`src/rtl/tsp_pkg.sv`:
```
package tsp_pkg;

    localparam int SCREEN_WIDTH  = 800;
    localparam int SCREEN_HEIGHT = 480;

    localparam logic [11:0] ADC_FULL = 12'd4095;
    localparam logic [11:0] X_LO     = 12'd280;
    localparam logic [11:0] Y_LO     = 12'd500;
    localparam int          X_SPAN   = 3503;
    localparam int          Y_SPAN   = 3020;

    localparam logic [2:0] REG_PLATE = 3'd0;
    localparam logic [2:0] REG_LIMIT = 3'd1;
    localparam logic [2:0] REG_XX    = 3'd2;
    localparam logic [2:0] REG_XY    = 3'd3;
    localparam logic [2:0] REG_XO    = 3'd4;
    localparam logic [2:0] REG_YX    = 3'd5;
    localparam logic [2:0] REG_YY    = 3'd6;
    localparam logic [2:0] REG_YO    = 3'd7;

    typedef struct packed {
        logic        pen_down;
        logic [11:0] raw_x;
        logic [11:0] raw_y;
        logic [11:0] raw_z1;
        logic [11:0] raw_z2;
        logic        panel_flipped;
    } sample_t;

    typedef struct packed {
        logic               touching;
        logic signed [31:0] point_x;
        logic signed [31:0] point_y;
    } point_t;

    // serial unit operations
    typedef enum logic [1:0] {
        OP_MUL,
        OP_DIV
    } op_t;

    typedef struct packed {
        logic        start;
        op_t         op;
        logic [31:0] a;
        logic [31:0] b;
    } ser_req_t;

    typedef struct packed {
        logic        done;
        logic [31:0] result;
    } ser_rsp_t;

    typedef enum logic [3:0] {
        ST_IDLE,
        ST_RT_MUL1,
        ST_RT_MUL2,
        ST_RT_DIV,
        ST_RT_CHECK,
        ST_SX,
        ST_SY,
        ST_M1,
        ST_M2,
        ST_M3,
        ST_M4,
        ST_FINISH,
        ST_OUT
    } state_t;

endpackage

```
`src/rtl/tsp_serial_unit.sv`:
```
// Shared shift-and-add multiplier (low 32 bits) and restoring divider,
// one bit per cycle while busy.
module tsp_serial_unit (
    input  logic              clk,
    input  logic              rst_n,
    input  tsp_pkg::ser_req_t req,
    output tsp_pkg::ser_rsp_t rsp
);
    import tsp_pkg::*;

    logic        busy_reg, busy_next;
    logic [4:0]  cnt_reg, cnt_next;
    op_t         op_reg, op_next;
    logic [31:0] a_reg, a_next;
    logic [31:0] b_reg, b_next;
    logic [31:0] acc_reg, acc_next;
    logic        done_reg, done_next;
    logic [32:0] trial;

    always_ff @(posedge clk or negedge rst_n) begin
        if (!rst_n) begin
            busy_reg <= 1'b0;
            done_reg <= 1'b0;
            cnt_reg  <= '0;
        end else begin
            busy_reg <= busy_next;
            done_reg <= done_next;
            cnt_reg  <= cnt_next;
        end
    end

    always_ff @(posedge clk) begin
        op_reg  <= op_next;
        a_reg   <= a_next;
        b_reg   <= b_next;
        acc_reg <= acc_next;
    end

    // divider: acc is partial remainder, a shifts dividend out / quotient in
    assign trial = {acc_reg, a_reg[31]} - {1'b0, b_reg};

    always_comb begin
        busy_next = busy_reg;
        cnt_next  = cnt_reg;
        op_next   = op_reg;
        a_next    = a_reg;
        b_next    = b_reg;
        acc_next  = acc_reg;
        done_next = 1'b0;
        if (!busy_reg) begin
            if (req.start) begin
                busy_next = 1'b1;
                cnt_next  = '0;
                op_next   = req.op;
                a_next    = req.a;
                b_next    = req.b;
                acc_next  = '0;
            end
        end else begin
            if (op_reg == OP_MUL) begin
                if (b_reg[0])
                    acc_next = acc_reg + a_reg;
                a_next = {a_reg[30:0], 1'b0};
                b_next = {1'b0, b_reg[31:1]};
            end else begin
                if (!trial[32]) begin
                    acc_next = trial[31:0];
                    a_next   = {a_reg[30:0], 1'b1};
                end else begin
                    acc_next = {acc_reg[30:0], a_reg[31]};
                    a_next   = {a_reg[30:0], 1'b0};
                end
            end
            cnt_next = cnt_reg + 5'd1;
            if (cnt_reg == 5'd31) begin
                busy_next = 1'b0;
                done_next = 1'b1;
            end
        end
    end

    assign rsp.done   = done_reg;
    assign rsp.result = (op_reg == OP_MUL) ? acc_reg : a_reg;

endmodule

```
`src/rtl/touch_sample_to_screen_point_core.sv`:
```
// channel  | dir | signals                      | beat
// sample   | in  | in_valid in_ready in_data    | one raw touch sample
// point    | out | out_valid out_ready out_data | one point or release
// cfg      | in  | cfg_we cfg_index cfg_data    | one register write
// A pen-up beat is taken in idle and offers its release the next cycle.
// A pen-down sample runs through one shared bit-serial multiply/divide unit:
// each operation is a start, 32 bit steps and a result; 3 operations for
// resistance, 2 for scaling, 4 for the calibration products. A sample
// rejected on pressure stops after the resistance operations.
// Reset restores the registers and clears the last point. A waiting
// result holds the unit until out_ready; in_ready is low while busy.
module touch_sample_to_screen_point_core (
    input  logic             clk,
    input  logic             rst_n,
    input  logic             in_valid,
    output logic             in_ready,
    input  tsp_pkg::sample_t in_data,
    output logic             out_valid,
    input  logic             out_ready,
    output tsp_pkg::point_t  out_data,
    input  logic             cfg_we,
    input  logic [2:0]       cfg_index,
    input  logic [31:0]      cfg_data
);
    import tsp_pkg::*;

    state_t state_reg, state_next;
    logic [15:0] plate_reg, limit_reg;
    logic [31:0] cxx_reg, cxy_reg, cxo_reg, cyx_reg, cyy_reg, cyo_reg;
    logic [31:0] last_x_reg, last_x_next, last_y_reg, last_y_next;
    sample_t     s_reg, s_next;
    logic [31:0] t_reg, t_next;
    logic [31:0] mx_reg, mx_next, my_reg, my_next;
    logic [31:0] px_reg, px_next, py_reg, py_next;
    point_t      o_reg, o_next;
    ser_req_t    req;
    ser_rsp_t    rsp;
    logic [11:0] x_eff;
    logic [12:0] ox, oy;
    logic [31:0] qx, qy, fx, fy;

    tsp_serial_unit u_ser (.clk(clk), .rst_n(rst_n), .req(req), .rsp(rsp));

    always_ff @(posedge clk or negedge rst_n) begin
        if (!rst_n) begin
            plate_reg <= 16'd1;
            limit_reg <= 16'd4095;
            cxx_reg   <= 32'd65536;
            cxy_reg   <= '0;
            cxo_reg   <= '0;
            cyx_reg   <= '0;
            cyy_reg   <= 32'd65536;
            cyo_reg   <= '0;
        end else if (cfg_we) begin
            case (cfg_index)
                REG_PLATE: plate_reg <= cfg_data[15:0];
                REG_LIMIT: limit_reg <= cfg_data[15:0];
                REG_XX:    cxx_reg   <= cfg_data;
                REG_XY:    cxy_reg   <= cfg_data;
                REG_XO:    cxo_reg   <= cfg_data;
                REG_YX:    cyx_reg   <= cfg_data;
                REG_YY:    cyy_reg   <= cfg_data;
                REG_YO:    cyo_reg   <= cfg_data;
                default: ;
            endcase
        end
    end

    always_ff @(posedge clk or negedge rst_n) begin
        if (!rst_n) begin
            state_reg  <= ST_IDLE;
            last_x_reg <= '0;
            last_y_reg <= '0;
        end else begin
            state_reg  <= state_next;
            last_x_reg <= last_x_next;
            last_y_reg <= last_y_next;
        end
    end

    always_ff @(posedge clk) begin
        s_reg  <= s_next;
        t_reg  <= t_next;
        mx_reg <= mx_next;
        my_reg <= my_next;
        px_reg <= px_next;
        py_reg <= py_next;
        o_reg  <= o_next;
    end

    assign x_eff = (s_reg.raw_x == ADC_FULL) ? 12'd0 : s_reg.raw_x;
    assign ox = ({1'b0, x_eff} < {1'b0, X_LO}) ? 13'd1 : {1'b0, x_eff} - {1'b0, X_LO};
    assign oy = ({1'b0, s_reg.raw_y} < {1'b0, Y_LO}) ? 13'd1
              : {1'b0, s_reg.raw_y} - {1'b0, Y_LO};

    // signed divide by 65536, truncating toward zero
    assign qx = px_reg[31] ? 32'(($signed(px_reg) + 32'sd65535) >>> 16)
                           : {16'd0, px_reg[31:16]};
    assign qy = py_reg[31] ? 32'(($signed(py_reg) + 32'sd65535) >>> 16)
                           : {16'd0, py_reg[31:16]};
    assign fx = s_reg.panel_flipped ? 32'(SCREEN_WIDTH) - qx : qx;
    assign fy = s_reg.panel_flipped ? 32'(SCREEN_HEIGHT) - qy : qy;

    always_comb begin
        state_next = state_reg;
        case (state_reg)
            ST_IDLE:
                if (in_valid)
                    state_next = in_data.pen_down ? ST_RT_MUL1 : ST_OUT;
            ST_RT_MUL1:  if (rsp.done) state_next = ST_RT_MUL2;
            ST_RT_MUL2:  if (rsp.done) state_next = ST_RT_DIV;
            ST_RT_DIV:   if (rsp.done) state_next = ST_RT_CHECK;
            ST_RT_CHECK: state_next = (t_reg > {16'd0, limit_reg}) ? ST_IDLE : ST_SX;
            ST_SX:       if (rsp.done) state_next = ST_SY;
            ST_SY:       if (rsp.done) state_next = ST_M1;
            ST_M1:       if (rsp.done) state_next = ST_M2;
            ST_M2:       if (rsp.done) state_next = ST_M3;
            ST_M3:       if (rsp.done) state_next = ST_M4;
            ST_M4:       if (rsp.done) state_next = ST_FINISH;
            ST_FINISH:
                state_next = (fx != last_x_reg || fy != last_y_reg) ? ST_OUT : ST_IDLE;
            ST_OUT:      if (out_ready) state_next = ST_IDLE;
            default:     state_next = ST_IDLE;
        endcase
    end

    always_comb begin
        s_next      = s_reg;
        t_next      = t_reg;
        mx_next     = mx_reg;
        my_next     = my_reg;
        px_next     = px_reg;
        py_next     = py_reg;
        o_next      = o_reg;
        last_x_next = last_x_reg;
        last_y_next = last_y_reg;
        req.start   = 1'b0;
        req.op      = OP_MUL;
        req.a       = '0;
        req.b       = '0;
        in_ready    = 1'b0;
        case (state_reg)
            ST_IDLE: begin
                in_ready = 1'b1;
                if (in_valid) begin
                    s_next = in_data;
                    o_next = '0;
                end
            end
            ST_RT_MUL1: begin
                req.start = 1'b1;
                req.a = {20'd0, s_reg.raw_z2} - {20'd0, s_reg.raw_z1};
                req.b = {20'd0, x_eff};
                if (rsp.done) t_next = rsp.result;
            end
            ST_RT_MUL2: begin
                req.start = 1'b1;
                req.a = t_reg;
                req.b = {16'd0, plate_reg};
                if (rsp.done) t_next = rsp.result;
            end
            ST_RT_DIV: begin
                req.start = 1'b1;
                req.op = OP_DIV;
                req.a = t_reg;
                req.b = {20'd0, s_reg.raw_z1};
                if (rsp.done) begin
                    if (x_eff == 12'd0 || s_reg.raw_z1 == 12'd0)
                        t_next = '0;
                    else
                        t_next = (rsp.result + 32'd2047) >> 12;
                end
            end
            ST_RT_CHECK: begin
                if (t_reg > {16'd0, limit_reg}) begin
                    last_x_next = '0;
                    last_y_next = '0;
                end
                t_next = 32'(SCREEN_WIDTH) * {19'd0, ox};
            end
            ST_SX: begin
                req.start = 1'b1;
                req.op = OP_DIV;
                req.a = t_reg;
                req.b = 32'(X_SPAN);
                if (rsp.done) begin
                    mx_next = 32'(SCREEN_WIDTH) - rsp.result;
                    t_next  = 32'(SCREEN_HEIGHT) * {19'd0, oy};
                end
            end
            ST_SY: begin
                req.start = 1'b1;
                req.op = OP_DIV;
                req.a = t_reg;
                req.b = 32'(Y_SPAN);
                if (rsp.done) my_next = 32'(SCREEN_HEIGHT) - rsp.result;
            end
            ST_M1: begin
                req.start = 1'b1;
                req.a = cxx_reg;
                req.b = mx_reg;
                if (rsp.done) px_next = cxo_reg + rsp.result;
            end
            ST_M2: begin
                req.start = 1'b1;
                req.a = cxy_reg;
                req.b = my_reg;
                if (rsp.done) px_next = px_reg + rsp.result;
            end
            ST_M3: begin
                req.start = 1'b1;
                req.a = cyx_reg;
                req.b = mx_reg;
                if (rsp.done) py_next = cyo_reg + rsp.result;
            end
            ST_M4: begin
                req.start = 1'b1;
                req.a = cyy_reg;
                req.b = my_reg;
                if (rsp.done) py_next = py_reg + rsp.result;
            end
            ST_FINISH: begin
                last_x_next = fx;
                last_y_next = fy;
                o_next.touching = 1'b1;
                o_next.point_x  = fx;
                o_next.point_y  = fy;
            end
            default: ;
        endcase
        // unit is idle while done is high; hold start off then
        if (rsp.done) req.start = 1'b0;
    end

    assign out_valid = (state_reg == ST_OUT);
    assign out_data  = o_reg;

endmodule

```
`config.mk`:
```
export PLATFORM = sky130hd
export DESIGN_NAME = touch_sample_to_screen_point_core
export DESIGN_NICKNAME = d
export VERILOG_FILES = /design/src/rtl/tsp_pkg.sv /design/src/rtl/tsp_serial_unit.sv /design/src/rtl/touch_sample_to_screen_point_core.sv
export SDC_FILE = /design/constraint.sdc
export NUM_CORES = 2
export LEC_CHECK = 0
export CORE_MARGIN = 4
export CORE_UTILIZATION = 45
export CTS_CLUSTER_DIAMETER = 150
export DETAILED_ROUTE_END_ITERATION = 6
export DONT_BUFFER_PORTS = 1
export PLACE_DENSITY = 0.56
export SETUP_SLACK_MARGIN = 0.4
export SLEW_MARGIN = 20
export SYNTH_ARGS = -nofsm -noshare
export SYNTH_HDL_FRONTEND = slang
export SYNTH_SLANG_ARGS = --single-unit
```
`constraint.sdc`:
```
create_clock -name clk -period 7.4 [get_ports clk]
set_clock_uncertainty 0.2 [all_clocks]
set_input_delay 1.48 -clock clk [delete_from_list [all_inputs] [get_ports clk]]
set_output_delay 1.48 -clock clk [all_outputs]
set_load 0.1 [all_outputs]
```
# --- Word-level counts from Yosys, hierarchy flattened ---
# Cells that the tools add are included.
word_totals:
  register_bits: 671
  in_bits: 90
  out_inout_bits: 67
  word_cells: 191
classes:
  addsub: 17
  n_mul: 2
  order_cmp: 3
  n_eq_ne: 38
  mux: 63
  bitwise: 1
  reduce_logical: 36
op_table:
  columns: ["operator", "n"]
  rows:
  - ["2-to-1 mux 32 bit", 23]
  - ["case mux 64 bit (9 select lines)", 1]
  - ["case mux 32 bit (2 select lines)", 4]
  - ["adder 32 bit", 5]
  - ["case mux 65 bit (2 select lines)", 1]
  - ["case mux 32 bit (4 select lines)", 1]
  - ["2-to-1 mux 65 bit", 1]
  - ["adder 32 x 17 -> 32 bit (second input constant)", 2]
  - ["!= test 32 bit", 2]
  - ["subtractor 10 x 32 -> 32 bit (first input constant)", 2]
  - ["subtractor 9 x 32 -> 32 bit (first input constant)", 2]
  - ["2-to-1 mux 4 bit", 13]
  - ["case mux 4 bit (13 select lines)", 1]
  - ["subtractor 33 x 32 -> 33 bit", 1]
  - ["adder 32 x 11 -> 32 bit (second input constant)", 1]
  - ["> comparator 32 x 16 -> 1 bit", 1]
  - ["AND reduction 2 bit", 16]
  - ["2-to-1 mux 13 bit", 2]
  - ["subtractor 12 x 9 -> 13 bit (second input constant)", 2]
  - ["logical NOT 12 bit", 2]
  - ["less-than comparator 12 x 9 -> 1 bit (second input constant)", 2]
  - ["!= test 2 x 1 -> 1 bit (second input constant)", 11]
  - ["equality test 4 bit (second input constant)", 5]
  - ["2-to-1 mux 20 bit", 1]
  - ["other kinds (31)", 58]

# --- Logic depth before layout (Yosys ltp) ---
depth:
  depth_word: 8
  ltp_mapped: 25
  mapped_depth_nobuf: 23

# --- By module ---
# A second synthesis with hierarchy kept.
unflattened:
  hier_cells: 3936
  hier_area_um2: 41748.8
modules_own_cells:
  columns: ["mod", "n_inst", "cells_each", "area_per_inst_um2", "seq_area_each_um2"]
  rows:
  - ["touch_sample_to_screen_point_core", 1, 3017, 33199.3, 15553.7]
  - ["tsp_serial_unit", 1, 919, 8549.4, 3118.0]

# --- Least setup slack after synthesis ---
# No wires, ideal clock.
synth_path:
  path_type: "register -> register"
  from: "register s_reg[46] (netlist name)"
  to: "register t_reg[22], data pin"
  setup_time_ns: 0.277
  arrival_time_ns: 5.585
  required_time_ns: 6.923
  slack_ns: 1.339
  path_stages_with_launch: 24
  path_buffers: 2
  synth_period_minus_slack_ns: 6.061
  path_cell_list: "edfxtp_1 -> nand4_1 -> or3_1 -> clkbuf_1 -> and2_1 -> ha_1 -> o211a_1 -> a21oi_1 -> clkbuf_1 -> nor2_1 -> ha_1 -> ha_1 -> fa_1 -> ha_1 -> a21o_1 -> a21o_1 -> a21oi_1 -> o21ai_0 -> a211o_1 -> a2111oi_0 -> o31ai_1 -> a21oi_1 -> xor2_1 -> o22ai_1"
synth_between:
  elab_chain_cells: 6
  word_cells_on_any_way: 7
  classes_between: "add/sub: 1; mul: 1; order compare: 1; eq/ne: 1; mux: 3"
synth_rtl:
  columns: ["item", "line", "rtl"]
  rows:
  - ["from (decl)", "touch_sample_to_screen_point_core.sv:31", "sample_t s_reg, s_next;"]
  - ["from (signal assigned)", "touch_sample_to_screen_point_core.sv:82", "s_reg <= s_next;"]
  - ["equality test 12 bit", "touch_sample_to_screen_point_core.sv:91", "assign x_eff = (s_reg.raw_x == ADC_FULL) ? 12'd0 : s_reg.raw_x;"]
  - ["2-to-1 mux 12 bit *", "touch_sample_to_screen_point_core.sv:91", null]
  - ["subtractor 12 x 9 -> 13 bit or less-than comparator 12 x 9 -> 1 bit (tied branches)", "touch_sample_to_screen_point_core.sv:92", "assign ox = ({1'b0, x_eff} < {1'b0, X_LO}) ? 13'd1 : {1'b0, x_eff} - {1'b0, X_LO};"]
  - ["2-to-1 mux 13 bit *", "touch_sample_to_screen_point_core.sv:92", null]
  - ["multiplier 5 x 13 -> 18 bit *", "touch_sample_to_screen_point_core.sv:179", "t_next = 32'(SCREEN_WIDTH) * {19'd0, ox};"]
  - ["case mux 32 bit (4 select lines) *", "touch_sample_to_screen_point_core.sv:142", "case (state_reg)"]
  - ["net t_next[22]", "touch_sample_to_screen_point_core.sv:32", "logic [31:0] t_reg, t_next;"]
  - ["to (signal assigned)", "touch_sample_to_screen_point_core.sv:83", "t_reg <= t_next;"]
  - ["to (decl)", "touch_sample_to_screen_point_core.sv:32", null]
# Mark *: on every way through the listed nets, which the timed path passes. The rest lies on a longest branch.
# A chain may end at the register's enable or synchronous reset.

# --- Final worst setup path ---
layout_path:
  from: "register s_reg[45] (netlist name)"
  to: "register t_reg[22], data pin"
# Same word-level chain as after synthesis.

==> results by stage <==
Run status:
- The run finished, with violations left.
- The final reports fail on DRC.

Hold path:
- The min-delay analysis places its worst path in the category flop to flop.
- In this run the most critical hold path is launched from last_x_reg[2]$_DFFE_PN0P_.

Synthesis:
- Synthesis instantiated 87 different standard cells from the library.
- The cell type contributing the most total cell area after synthesis is edfxtp_1.
- The cell area that synthesis handed to floorplanning was 0.0407 mm^2.
- The most used flip-flop cell after synthesis is edfxtp_1.
- The net count after synthesis is 4,119.
- During synthesis, Yosys emitted a total of 0 warnings.
- Sequential cells were found to cover 45.8% of the synthesized design area.
- In this run, synthesis inferred 371 flip-flops with an integrated enable.
- The number of cells produced by synthesis is 3,768.
- The mean instance size in the synthesized netlist is 10.8 um^2.
- Ranked by total cell area, the synthesized netlist is headed by edfxtp_1, dfrtp_1, mux2_2.
- The synthesized design contains 670 register bits.
- The share of the synthesized area in the top cell type is 27.4%.
- After synthesis, the share of flip-flops with an asynchronous set or reset is 44.6%.

Critical path:
- For the worst flop-to-flop path, the logic depth is 21.
- In this run the worst setup path terminates at t_reg[22]$_DFFE_PP_.
- STA classifies the critical path startpoint as a flop.
- In this run the worst setup path begins at s_reg[45]$_DFFE_PP_.
- At the worst endpoint, the arrival time is 6.66 ns.
- In this run the critical register-to-register path is launched from s_reg[45]$_DFFE_PP_.
- The end of the worst register-to-register path is t_reg[22]$_DFFE_PP_.
- The element type at the critical path end is a flop.
- The critical path class is flop to flop.
- Along the worst path, the maximum fanout reaches 11.
- The setup slack of the worst register-to-register path is 0.91 ns.
- The worst endpoint required time is 7.58 ns.

Clock tree:
- After clock tree synthesis, the flow added hold-fix buffers numbering 0.
- The later pin in the worst-skew pair is clocked with a latency of 0.65 ns.
- Clock-pin slew was measured on the worst setup and hold paths at 0.06 ns.
- In this run the post-CTS setup repair buffer count came out at 0.
- The longest clock path from root to sink contains 3 buffers.
- The clock tree synthesis step divided the H-tree into 3 levels.
- The post-cts gate resize count is 0.
- TritonCTS built the clock tree.
- Counting the buffers created by CTS gives 80.
- The number of sinks handled by clock tree synthesis is 670.
- The buffer type at the clock tree root is clkbuf_16.

Die:
- The floorplan has 110 rows.
- The die extent in x is 309 um.
- The die area is 0.0953 mm^2.
- In this run the count of I/O pins placed on the die edge is 157.
- Measured along the y axis, the die boundary spans 309 um.
- The core outline area is 0.0899 mm^2.
- Once the floorplan was initialized, standard cells occupied 45.3% of the core.

Power:
- IR analysis of the VDD net gives a maximum drop of 0.291 mV.
- The clock network fraction of design power is 19.3%.
- The switching share of power is 42.3%.
- The switching power is 9.20 mW.
- Of the total power, combinational logic draws 50.9%.
- Summed over all cells, the static leakage comes to 18.6 nW.
- The share of power burned in registers is 29.8%.
- For this design the ratio of total power to cell area is 484 mW/mm^2.
- Internal power comes to 12.6 mW.

Timing:
- The minimum setup slack in the final design is 0.915 ns.
- The number of max-slew violations in the final report is 0.
- Setup violations remaining at the end of the flow were counted as 0.
- The period utilization is 87.6%.
- For the pin with the worst max-slew slack, the measured transition is 1.16 ns.
- After layout, the minimum clock period comes to 6.49 ns.
- Headroom to the max-slew limit came out at 22.4%.
- Based on the critical path, the design can be clocked at up to 154 MHz.
- Setup repair after global routing left no endpoint under its margin.
- The sum of negative setup slack is 0 ns.
- The final hold violation count came to 0.

GRT:
- The global-route usage over all layers is 25.6%.
- The via count of the first global-routing pass was 29,200.
- After global routing the overflow that remains totals 0.
- The pin count of the biggest net entering global routing is 300.
- The initial antenna violation count was 3.
- The first global-routing pass estimated 185 mm of wire.

Cells and area:
- The number of antenna diodes in the final layout is 0.
- The number of nets in the final layout is 4,109.
- The flip-flop count of the largest register, all copies and words added is 65.
- The top cell types in the final layout, fill and taps aside, are edfxtp_1, dfrtp_1, mux2_2.
- The most common library cell in the layout ignoring fill and taps is edfxtp_1.
- Summing all non-filler instances in the final layout gives an area of 0.0450 mm^2.
- The count of cells in the finished layout, fillers not included, comes to 5,001.
- The post-synthesis to final-layout area growth is 10.6%.
- Of the cells placed in the final design, the portion with a size suffix greater than 1 is 14.3%.

Run:
- The count of maximum capacitance violations is 0.

Drt:
- The number of violations reported at the end of detailed-routing iteration 0 is 2,818.
- The aggregate routed wire length is 123 mm.
- In this run the remaining antenna-violating nets after routing total 0.
- The average wire length per cell after detail routing is 24.6 um.
- The total iterations of the first detailed-routing run is 7.
- The DRC violation count after routing is 6.
- The routed via count is 29,800.
- After detailed routing, the number of vias per cell comes to 5.95.

Placed design:
- Summed over all nets, the half-perimeter wirelength after detailed placement is 91.5 mm.
- Before CTS, the worst setup slack after placement is 0.613 ns.
- In this run the cell area measured after placement is 0.0422 mm^2.
- During placement, the flow inserted port buffers numbering 0.
- The congestion estimate from routability-driven global placement came to 0.940.
- The number of placed cells counting well taps is 4,852.
[routing by layer]
metal,up-vias,track usage (%),part of all wire [%]
met5,-,0,0.021
met4,4,7.39,3.2
met3,177,4.56,6.1
met2,918,42.9,48
met1,14700,34.1,43
li1,14000,-,-
[cell usage after synthesis (23+ instances only)]
cell type,n
xnor2_1,207
o21a_1,25
a31oi_1,23
nand4_1,57
mux2i_1,76
o22ai_1,27
clkbuf_1,125
inv_1,211
nor2_1,259
nand2_1,224
a211oi_1,32
a21oi_1,219
fa_1,36
ha_1,225
xor2_1,69
nand2b_1,37
nor2b_1,33
o21ai_0,141
a221oi_1,31
and3_1,39
and2_1,42
edfxtp_1,371
nor3_1,71
nor4_1,40
a21o_1,122
nand3_1,72
a22oi_1,65
mux2_2,273
dfrtp_1,284
[worst min-delay path by stage]
stage                                              end  cells past startpoint
after floorplan           u_ser.cnt_reg[3]$_DFFE_PN0P_                      1
after global placement    u_ser.cnt_reg[3]$_DFFE_PN0P_                      1
after detailed placement  u_ser.cnt_reg[3]$_DFFE_PN0P_                      1
after CTS                 u_ser.cnt_reg[3]$_DFFE_PN0P_                      1
after global routing        last_x_reg[12]$_DFFE_PN0P_                      0
final                        last_x_reg[2]$_DFFE_PN0P_                      1
[area by class of cell]
class | count | area (um^2)
Fill cell | 8151 | 44900
Clock buffer | 104 | 2290
Tap cell | 1176 | 1470
Sequential cell | 670 | 18600
Timing Repair Buffer | 64 | 480
Multi-Input combinational cell | 2730 | 20800
Clock inverter | 45 | 524
Inverter | 212 | 796
[stage by stage]
step | util (%) | hold WS, ns | total power, mW
after floorplan | - | 0.250 | 14.5
after global placement | 46.9 | 0.275 | 17.4
after detailed placement | 46.9 | 0.283 | 17.5
after CTS | 50.1 | 0.290 | 21.8
after global routing | 50.1 | 0.306 | 23.2
final | 50.1 | 0.291 | 21.8
[power by group through the flow]
| stage | sequential (mW) | clock, mW | combinational, mW |
|---|---|---|---|
| final | 6.49 | 4.20 | 11.1 |
| after CTS | 6.49 | 4.29 | 11.0 |
| after detailed placement | 6.56 | 0 | 11.0 |
| after global placement | 6.54 | 0 | 10.9 |
| after floorplan | 6.25 | 0 | 8.21 |
| after global routing | 6.59 | 4.46 | 12.2 |
[critical path: stages (launching register included)]
cell       delay [ns]
edfxtp_1         0.46
nand4_1          0.12
or3_1            0.54
and2_1           0.26
ha_1             0.23
o211a_1          0.29
a21oi_2          0.38
nor2_1           0.19
ha_1             0.33
ha_1             0.32
fa_1             0.47
ha_1             0.34
a21o_1           0.19
a21o_1           0.18
a21oi_1          0.21
o21ai_0          0.14
a211o_1          0.33
a2111oi_1        0.47
o31ai_1          0.14
a21oi_1          0.18
xor2_1           0.15
o22ai_1          0.08
[kinds of logic (layout without fill, tap and decap cells)]
family | Yosys count | in the layout | synth area share (%)
AOI/OAI and AO/OA | 886 | 886 | 14.8
xor gates and xnor gates | 285 | 285 | 6.44
adders and majority gates | 261 | 261 | 8.69
buffers and inverters | 368 | 425 | 3.46
DFF | 670 | 670 | 45.8
muxes | 349 | 349 | 9.42
and+or+nand+nor | 949 | 949 | 11.4
(Power assumes the default switching activity.)
